### config.mk
export PLATFORM = sky130hd
export DESIGN_NAME = month_weekday_lister_top
export DESIGN_NICKNAME = d
export VERILOG_FILES = /design/src/sv/mwl_pkg.sv /design/src/sv/mwl_front.sv /design/src/sv/mwl_desc_fifo.sv /design/src/sv/mwl_back.sv /design/src/sv/month_weekday_lister_top.sv
export SDC_FILE = /design/constraint.sdc
export NUM_CORES = 1
export LEC_CHECK = 0
export BUFFER_PORTS_ARGS = -buffer_cell sky130_fd_sc_hd__buf_2
export CORE_MARGIN = 2
export CORE_UTILIZATION = 56
export DETAILED_ROUTE_END_ITERATION = 16
export PLACE_DENSITY = 0.84
export SYNTH_ARGS = -nofsm -noshare
export SYNTH_HDL_FRONTEND = slang
export SYNTH_SLANG_ARGS = --single-unit
### constraint.sdc
create_clock -name aclk -period 5.8 [get_ports aclk]
set_clock_uncertainty 0.15 [all_clocks]
set_input_delay 0.58 -clock aclk [delete_from_list [all_inputs] [get_ports aclk]]
set_output_delay 0.58 -clock aclk [all_outputs]
set_load 0.02 [all_outputs]
### src/sv/mwl_pkg.sv
// Shared types, constants and tables for the month weekday lister.
package mwl_pkg;

    // Request beat: one year and month
    typedef struct packed {
        logic [13:0] year;
        logic [3:0]  month;
    } in_beat_t;

    // Result beat: one day of the listed month
    typedef struct packed {
        logic [4:0] day_of_month;
        logic [2:0] weekday;
        logic       last_day;
    } out_beat_t;

    // Work descriptor handed from front to back
    typedef struct packed {
        logic [4:0] month_len;
        logic [2:0] first_weekday;
        logic       gap_month;
    } desc_t;

    // Front sequencer states
    typedef enum logic [2:0] {
        F_IDLE,
        F_DIV,
        F_SUM,
        F_MOD,
        F_PUSH
    } front_state_t;

    // Month codes
    localparam logic [3:0] MONTH_JAN = 4'd1;
    localparam logic [3:0] MONTH_FEB = 4'd2;
    localparam logic [3:0] MONTH_MAR = 4'd3;
    localparam logic [3:0] MONTH_APR = 4'd4;
    localparam logic [3:0] MONTH_MAY = 4'd5;
    localparam logic [3:0] MONTH_JUN = 4'd6;
    localparam logic [3:0] MONTH_JUL = 4'd7;
    localparam logic [3:0] MONTH_AUG = 4'd8;
    localparam logic [3:0] MONTH_SEP = 4'd9;
    localparam logic [3:0] MONTH_OCT = 4'd10;
    localparam logic [3:0] MONTH_NOV = 4'd11;
    localparam logic [3:0] MONTH_DEC = 4'd12;

    // Calendar reform
    localparam logic [13:0] REFORM_YEAR      = 14'd1582;
    localparam logic [3:0]  REFORM_MONTH     = MONTH_OCT;
    localparam logic [4:0]  LAST_JULIAN_DAY  = 5'd4;
    localparam logic [4:0]  REFORM_FIRST_DAY = 5'd15;

    // Reciprocal constants: y / 100 and s / 7
    localparam logic [12:0] DIV100_MUL   = 13'd5243;
    localparam int          DIV100_SHIFT = 19;
    localparam logic [13:0] DIV7_MUL     = 14'd9363;
    localparam int          DIV7_SHIFT   = 16;

    localparam logic [2:0] WEEKDAY_MAX = 3'd6;

    // floor(26 * (m + 1) / 10), January and February as months 13 and 14
    function automatic logic [5:0] month_term(input logic [3:0] month);
        logic [5:0] t;
        unique case (month)
            MONTH_JAN: t = 6'd36;
            MONTH_FEB: t = 6'd39;
            MONTH_MAR: t = 6'd10;
            MONTH_APR: t = 6'd13;
            MONTH_MAY: t = 6'd15;
            MONTH_JUN: t = 6'd18;
            MONTH_JUL: t = 6'd20;
            MONTH_AUG: t = 6'd23;
            MONTH_SEP: t = 6'd26;
            MONTH_OCT: t = 6'd28;
            MONTH_NOV: t = 6'd31;
            MONTH_DEC: t = 6'd33;
            default:   t = 6'd0;
        endcase
        return t;
    endfunction

endpackage

### src/sv/mwl_front.sv
// Request front end: validates a year/month and works out length and first weekday.
module mwl_front import mwl_pkg::*; (
    input  logic     aclk,
    input  logic     aresetn,
    input  logic     s_valid,
    output logic     s_ready,
    input  in_beat_t s_data,
    input  logic     q_full,
    output logic     q_push,
    output desc_t    q_desc
);

    front_state_t state_reg, state_next;

    logic [13:0] year_reg;
    logic [3:0]  month_reg;
    logic [13:0] y_reg, y_next;
    logic [7:0]  j_reg, j_next;
    logic [10:0] sum_reg, sum_next;
    logic [8:0]  q_reg, q_next;
    logic [4:0]  len_reg, len_next;
    logic        gap_reg, gap_next;

    logic        req_ok;
    logic [26:0] div100_prod;
    logic [13:0] k_full;
    logic [6:0]  k;
    logic        julian;
    logic        leap;
    logic [10:0] century;
    logic [24:0] div7_prod;
    logic [10:0] r_full;

    // Request is listed only for a nonzero year and a real month
    assign req_ok = (s_data.year != 14'd0) &&
                    (s_data.month >= MONTH_JAN) && (s_data.month <= MONTH_DEC);

    // Zeller shifts January and February into the previous year
    assign y_next = (s_data.month < MONTH_MAR) ? (s_data.year - 14'd1) : s_data.year;

    // Century by reciprocal multiply
    assign div100_prod = 27'(y_reg) * 27'(DIV100_MUL);
    assign j_next      = div100_prod[DIV100_SHIFT +: 8];

    // Year within century
    assign k_full = y_reg - (14'(j_reg) * 14'd100);
    assign k      = k_full[6:0];

    // Day 1 is Julian up to and including the reform month
    assign julian = (year_reg < REFORM_YEAR) ||
                    ((year_reg == REFORM_YEAR) && (month_reg <= REFORM_MONTH));

    // Gregorian century years: k == 99 means the year itself ends in 00,
    // and its century is j + 1
    always_comb begin
        if (year_reg < REFORM_YEAR) begin
            leap = (year_reg[1:0] == 2'd0);
        end else begin
            leap = (year_reg[1:0] == 2'd0) && ((k != 7'd99) || (j_reg[1:0] == 2'b11));
        end
    end

    always_comb begin
        case (month_reg) inside
            MONTH_FEB:                               len_next = leap ? 5'd29 : 5'd28;
            MONTH_APR, MONTH_JUN, MONTH_SEP, MONTH_NOV: len_next = 5'd30;
            default:                                 len_next = 5'd31;
        endcase
    end

    assign gap_next = (year_reg == REFORM_YEAR) && (month_reg == REFORM_MONTH);

    // Weekday sum for day 1
    assign century  = julian ? (11'd5 + 11'(j_reg) * 11'd6)
                             : (11'(j_reg >> 2) + 11'(j_reg) * 11'd5);
    assign sum_next = 11'd1 + 11'(month_term(month_reg)) + 11'(k) + 11'(k >> 2) + century;

    // Mod 7 by reciprocal multiply and one subtract
    assign div7_prod = 25'(sum_reg) * 25'(DIV7_MUL);
    assign q_next    = div7_prod[DIV7_SHIFT +: 9];
    assign r_full    = sum_reg - (11'(q_reg) * 11'd7);

    // Next state
    always_comb begin
        state_next = state_reg;
        unique case (state_reg)
            F_IDLE: if (s_valid && req_ok) state_next = F_DIV;
            F_DIV:  state_next = F_SUM;
            F_SUM:  state_next = F_MOD;
            F_MOD:  state_next = F_PUSH;
            F_PUSH: if (!q_full) state_next = F_IDLE;
            default: state_next = F_IDLE;
        endcase
    end

    // Outputs
    always_comb begin
        s_ready = 1'b0;
        q_push  = 1'b0;
        unique case (state_reg)
            F_IDLE:  s_ready = 1'b1;
            F_PUSH:  q_push  = !q_full;
            default: begin
                s_ready = 1'b0;
                q_push  = 1'b0;
            end
        endcase
    end

    assign q_desc.month_len     = len_reg;
    assign q_desc.first_weekday = r_full[2:0];
    assign q_desc.gap_month     = gap_reg;

    // State register
    always_ff @(posedge aclk) begin
        if (!aresetn) begin
            state_reg <= F_IDLE;
        end else begin
            state_reg <= state_next;
        end
    end

    // Datapath registers
    always_ff @(posedge aclk) begin
        if (state_reg == F_IDLE && s_valid) begin
            year_reg  <= s_data.year;
            month_reg <= s_data.month;
            y_reg     <= y_next;
        end
        if (state_reg == F_DIV) begin
            j_reg <= j_next;
        end
        if (state_reg == F_SUM) begin
            sum_reg <= sum_next;
            len_reg <= len_next;
            gap_reg <= gap_next;
        end
        if (state_reg == F_MOD) begin
            q_reg <= q_next;
        end
    end

endmodule

### src/sv/mwl_desc_fifo.sv
// Short descriptor queue between the front end and the day generator.
module mwl_desc_fifo import mwl_pkg::*; #(
    parameter int DEPTH = 2
) (
    input  logic  aclk,
    input  logic  aresetn,
    input  logic  push,
    input  desc_t push_desc,
    output logic  full,
    input  logic  pop,
    output logic  not_empty,
    output desc_t pop_desc
);

    localparam int AW = (DEPTH > 1) ? $clog2(DEPTH) : 1;
    localparam int CW = $clog2(DEPTH + 1);

    desc_t         mem_reg [DEPTH];
    logic [AW-1:0] wr_ptr_reg, wr_ptr_next;
    logic [AW-1:0] rd_ptr_reg, rd_ptr_next;
    logic [CW-1:0] cnt_reg, cnt_next;

    assign full      = (cnt_reg == CW'(DEPTH));
    assign not_empty = (cnt_reg != '0);
    assign pop_desc  = mem_reg[rd_ptr_reg];

    // Pointer and count update
    always_comb begin
        wr_ptr_next = wr_ptr_reg;
        rd_ptr_next = rd_ptr_reg;
        cnt_next    = cnt_reg;
        if (push) begin
            wr_ptr_next = (wr_ptr_reg == AW'(DEPTH - 1)) ? '0 : wr_ptr_reg + AW'(1);
        end
        if (pop) begin
            rd_ptr_next = (rd_ptr_reg == AW'(DEPTH - 1)) ? '0 : rd_ptr_reg + AW'(1);
        end
        if (push && !pop) begin
            cnt_next = cnt_reg + CW'(1);
        end else if (pop && !push) begin
            cnt_next = cnt_reg - CW'(1);
        end
    end

    always_ff @(posedge aclk) begin
        if (!aresetn) begin
            wr_ptr_reg <= '0;
            rd_ptr_reg <= '0;
            cnt_reg    <= '0;
        end else begin
            wr_ptr_reg <= wr_ptr_next;
            rd_ptr_reg <= rd_ptr_next;
            cnt_reg    <= cnt_next;
        end
    end

    // Storage
    always_ff @(posedge aclk) begin
        if (push) begin
            mem_reg[wr_ptr_reg] <= push_desc;
        end
    end

endmodule

### src/sv/mwl_back.sv
// Day generator: walks one descriptor's days into the result register.
module mwl_back import mwl_pkg::*; (
    input  logic      aclk,
    input  logic      aresetn,
    input  logic      q_not_empty,
    input  desc_t     q_desc,
    output logic      q_pop,
    output logic      m_valid,
    input  logic      m_ready,
    output out_beat_t m_data
);

    logic       valid_reg, valid_next;
    logic [4:0] day_reg, day_next;
    logic [2:0] wd_reg, wd_next;
    logic       last_reg, last_next;
    logic [4:0] len_reg, len_next;
    logic       gap_reg, gap_next;
    logic [4:0] day_step;

    // Load a new month when idle or when its final beat leaves
    assign q_pop = q_not_empty && (!valid_reg || (m_ready && last_reg));

    // Skip the missing October days after the last Julian day
    assign day_step = (gap_reg && (day_reg == LAST_JULIAN_DAY)) ? REFORM_FIRST_DAY
                                                                : day_reg + 5'd1;

    always_comb begin
        valid_next = valid_reg;
        day_next   = day_reg;
        wd_next    = wd_reg;
        last_next  = last_reg;
        len_next   = len_reg;
        gap_next   = gap_reg;
        if (q_pop) begin
            valid_next = 1'b1;
            day_next   = 5'd1;
            wd_next    = q_desc.first_weekday;
            last_next  = (q_desc.month_len == 5'd1);
            len_next   = q_desc.month_len;
            gap_next   = q_desc.gap_month;
        end else if (valid_reg && m_ready) begin
            if (last_reg) begin
                valid_next = 1'b0;
            end else begin
                day_next  = day_step;
                wd_next   = (wd_reg == WEEKDAY_MAX) ? 3'd0 : wd_reg + 3'd1;
                last_next = (day_step == len_reg);
            end
        end
    end

    always_ff @(posedge aclk) begin
        if (!aresetn) begin
            valid_reg <= 1'b0;
        end else begin
            valid_reg <= valid_next;
        end
    end

    always_ff @(posedge aclk) begin
        day_reg  <= day_next;
        wd_reg   <= wd_next;
        last_reg <= last_next;
        len_reg  <= len_next;
        gap_reg  <= gap_next;
    end

    assign m_valid             = valid_reg;
    assign m_data.day_of_month = day_reg;
    assign m_data.weekday      = wd_reg;
    assign m_data.last_day     = last_reg;

`ifndef SYNTHESIS
    // Weekday stays in range while a beat is offered
    a_wd_range: assert property (@(posedge aclk) disable iff (!aresetn)
        valid_reg |-> (wd_reg <= WEEKDAY_MAX))
        else $error("weekday out of range");

    // A taken beat that is not the last is followed by the next day
    a_advance: assert property (@(posedge aclk) disable iff (!aresetn)
        (valid_reg && m_ready && !last_reg) |=> (valid_reg && (day_reg > $past(day_reg))))
        else $error("day did not advance");

    // Missing reform days never appear
    a_gap: assert property (@(posedge aclk) disable iff (!aresetn)
        (valid_reg && gap_reg) |-> !((day_reg > LAST_JULIAN_DAY) &&
                                     (day_reg < REFORM_FIRST_DAY)))
        else $error("skipped day emitted");

    // The final beat carries the month length
    a_last: assert property (@(posedge aclk) disable iff (!aresetn)
        (valid_reg && last_reg) |-> (day_reg == len_reg))
        else $error("last beat on wrong day");
`endif

endmodule

### src/sv/month_weekday_lister_top.sv
// Top level of the month weekday lister: front end, descriptor queue, day generator.
//
// Channel  Dir  Handshake          Beat
// s_       in   s_valid/s_ready    in_beat_t  {year, month}
// m_       out  m_valid/m_ready    out_beat_t {day_of_month, weekday, last_day}
//
// A request passes through the front-end steps accept, century multiply, sum, mod-7
// multiply and queue push, the push waiting while the queue is full; an invalid year or
// month is dropped in its accept cycle. The day generator emits one beat per cycle
// while m_ready is high, one beat per listed day (28 to 31, 21 for October 1582).
// The queue holds QUEUE_DEPTH months so the front end runs ahead of the output.
// Reset is synchronous on aresetn, active low; no clearing pass is needed.
module month_weekday_lister_top import mwl_pkg::*; #(
    parameter int QUEUE_DEPTH = 2
) (
    input  logic      aclk,
    input  logic      aresetn,
    input  logic      s_valid,
    output logic      s_ready,
    input  in_beat_t  s_data,
    output logic      m_valid,
    input  logic      m_ready,
    output out_beat_t m_data
);

    logic  q_full;
    logic  q_push;
    desc_t q_push_desc;
    logic  q_pop;
    logic  q_not_empty;
    desc_t q_pop_desc;

    mwl_front u_front (
        .aclk    (aclk),
        .aresetn (aresetn),
        .s_valid (s_valid),
        .s_ready (s_ready),
        .s_data  (s_data),
        .q_full  (q_full),
        .q_push  (q_push),
        .q_desc  (q_push_desc)
    );

    mwl_desc_fifo #(
        .DEPTH (QUEUE_DEPTH)
    ) u_fifo (
        .aclk      (aclk),
        .aresetn   (aresetn),
        .push      (q_push),
        .push_desc (q_push_desc),
        .full      (q_full),
        .pop       (q_pop),
        .not_empty (q_not_empty),
        .pop_desc  (q_pop_desc)
    );

    mwl_back u_back (
        .aclk        (aclk),
        .aresetn     (aresetn),
        .q_not_empty (q_not_empty),
        .q_desc      (q_pop_desc),
        .q_pop       (q_pop),
        .m_valid     (m_valid),
        .m_ready     (m_ready),
        .m_data      (m_data)
    );

endmodule

==> results.json <==
{
  "dp.final_hpwl_microns": 17900,
  "grtUsageTotal": 0.219,
  "drc": 0,
  "wl_met3_microns": 660,
  "first_global_vias": 7795,
  "gp_congestion": 0.909,
  "highest_layer": "met4",
  "end_kind": "flop",
  "clock_path_buffers": 2,
  "postCtsHoldBufs": 0,
  "rsz0062_at_grt": "no",
  "wl_met2_microns": 11500,
  "fin_crit_ps": 5320,
  "final_common_cell": "inv_1",
  "wire_per_inst_microns": 15.9,
  "seq_area_sq_um": 2680,
  "n_antenna_cell": 0,
  "min_period_over_period": 0.917,
  "die_area_sq_um": 20800,
  "grt_overflow": 0,
  "port_buffers": 32,
  "relSlewSlack": 0.193,
  "antenna_found_initial": 0,
  "initialDrtViolationCount": 491,
  "netlist_area_sq_um": 11000,
  "crit_type": "reg -> reg",
  "hold_slack_ps": 290,
  "arrival_ps": 5270,
  "fillers": 1521,
  "outcome": "finished clean",
  "finalSetupTns_ps": 0,
  "grt_start_max_net_pins": 37,
  "min_path_type": "in -> reg",
  "initial_core_util": 0.568,
  "maxCapViolations": 0,
  "critPathLaunchType": "flop",
  "drt-total-wl_microns": 21800,
  "synth.yosys.warnings": 0,
  "die_x_microns": 144,
  "firstDrtPassIters": 5,
  "cts_num_sinks": 96,
  "area_delta_synth_final_pct": 7.14,
  "cts_buffers": 9,
  "synth-seq-cells": 96,
  "async_reset_ff_frac": 0,
  "yosysSeqAreaShare": 0.243,
  "critPathMaxFanout": 6,
  "root_buffer": "clkbuf_16",
  "wl_met1_microns": 9010,
  "syn_area_per_cell_sq_um": 10.3,
  "synth_edf_count": 76,
  "fin_nets": 1434,
  "die_h_microns": 144,
  "slew_viol_final": 0,
  "path_clk_slew_ps": 70,
  "ant_nets": 0,
  "fmax_ghz": 0.188,
  "cts_tree": "built",
  "drive_gt1_frac": 0.0703,
  "post_cts_buffers": 0,
  "synthFlopType": "edfxtp_1",
  "fp.coreArea_sq_um": 19400,
  "viasPerCell": 5.54,
  "std_cell_rows": 51,
  "syn_inst": 1066,
  "vias": 7612,
  "ctsResizeCount": 0,
  "syn_nets": 1396,
  "htreeDepth": 3,
  "grt_first_pass_wirelength_microns": 35900,
  "hold_viol_final": 0,
  "worst_pin_slew_ps": 1200,
  "crit_required_ps": 5750,
  "clock_insertion_delay_worst_skew_ps": 360,
  "ys_types": 76,
  "multi_input_area_sq_um": 7520,
  "final_cell_mix": "212 x inv_1, 210 x ha_1, 98 x fa_1, 76 x edfxtp_1, 55 x nor2_1",
  "pin_count": 33,
  "setup_viol": 0
}
[metrics by stage]
stage,std cells,setup slack [ps],instance area [sq um],utilization
detailed placement,1358,523,11500,0.594
floorplan,1066,845,11000,-
CTS,1374,503,11800,0.609
global route,1374,235,11800,0.609
finish,1374,481,11800,0.609
global placement,1358,647,11500,0.594
[cells by family (layout without fill, tap and decap cells)]
kind of cell | Yosys count | after routing | synth area share
flip-flops | 96 | 96 | 0.243
adder cells (fa/ha/maj) | 308 | 308 | 0.416
AO/OA/AOI/OAI | 169 | 169 | 0.106
buffers and inverters | 220 | 263 | 0.0752
AND/OR/NAND/NOR | 193 | 193 | 0.0922
multiplexers | 14 | 14 | 0.0136
XOR/XNOR | 66 | 66 | 0.0538
[final timing paths]
kind         slack (ps)                    to  cells past startpoint        startpoint
max reg2reg         480   u_front.sum_reg[10]                     20  u_front.j_reg[3]
min                 290  u_front.year_reg[12]                      1        s_data[16]
max                 480   u_front.sum_reg[10]                     20  u_front.j_reg[3]
min reg2reg         300  u_fifo.mem_reg[1][0]                      0   u_front.gap_reg
[cells in the mapped netlist (all sizes together) (4+ instances only)]
cell type	number	share of area
a21o	19	0.013
nor2b	8	0.0052
o21bai	6	0.0051
edfxtp	76	0.21
nor3b	5	0.0039
inv	212	0.072
a211oi	9	0.0070
nor2	55	0.019
nand2b	8	0.0052
and3	8	0.0045
nand3	18	0.0082
mux2	5	0.0054
a21boi	5	0.0034
nand3b	4	0.0027
mux2i	9	0.0082
o21ai	30	0.014
a31o	4	0.0032
a21oi	49	0.022
o211ai	6	0.0045
and2	8	0.0045
nor4	7	0.0040
ha	210	0.24
or2	4	0.0023
nor3	13	0.0059
clkbuf	7	0.0024
xor2	27	0.022
o21a	7	0.0048
nand4	7	0.0045
xnor2	39	0.032
a22oi	6	0.0053
nand2	34	0.012
dfxtp	20	0.036
fa	98	0.18
[layer usage]
layer / track usage / up-vias
met5: 0 / -
met3: 0.0288 / 49
li1: - / 3710
met1: 0.252 / 3711
met2: 0.414 / 142
met4: 0.0782 / 0
[critical path: stages (launching register included)]
cell and delay [ps]:
edfxtp_1 500, ha_1 350, inv_1 60, fa_1 520, inv_1 40, ha_1 310
inv_1 100, xnor2_1 120, a21oi_1 100, fa_1 510, inv_1 50, fa_1 520
inv_1 40, ha_1 320, a21oi_1 270, o21a_1 170, o21ai_0 110, a21oi_1 380
o211ai_1 150, a21oi_1 210, nor3b_2 60
[final cells by class]
class	count	share of cell area
flip-flops and latches	96	0.227
clock buffers	10	0.0194
multi-input cells	750	0.637
inverters	212	0.0674
well taps	265	0.0281
clock inverters	6	0.00614
repair buffers	35	0.0155
Power is not shown: default switching activity piles up to over one toggle a cycle in this logic, so the estimate is an artifact.
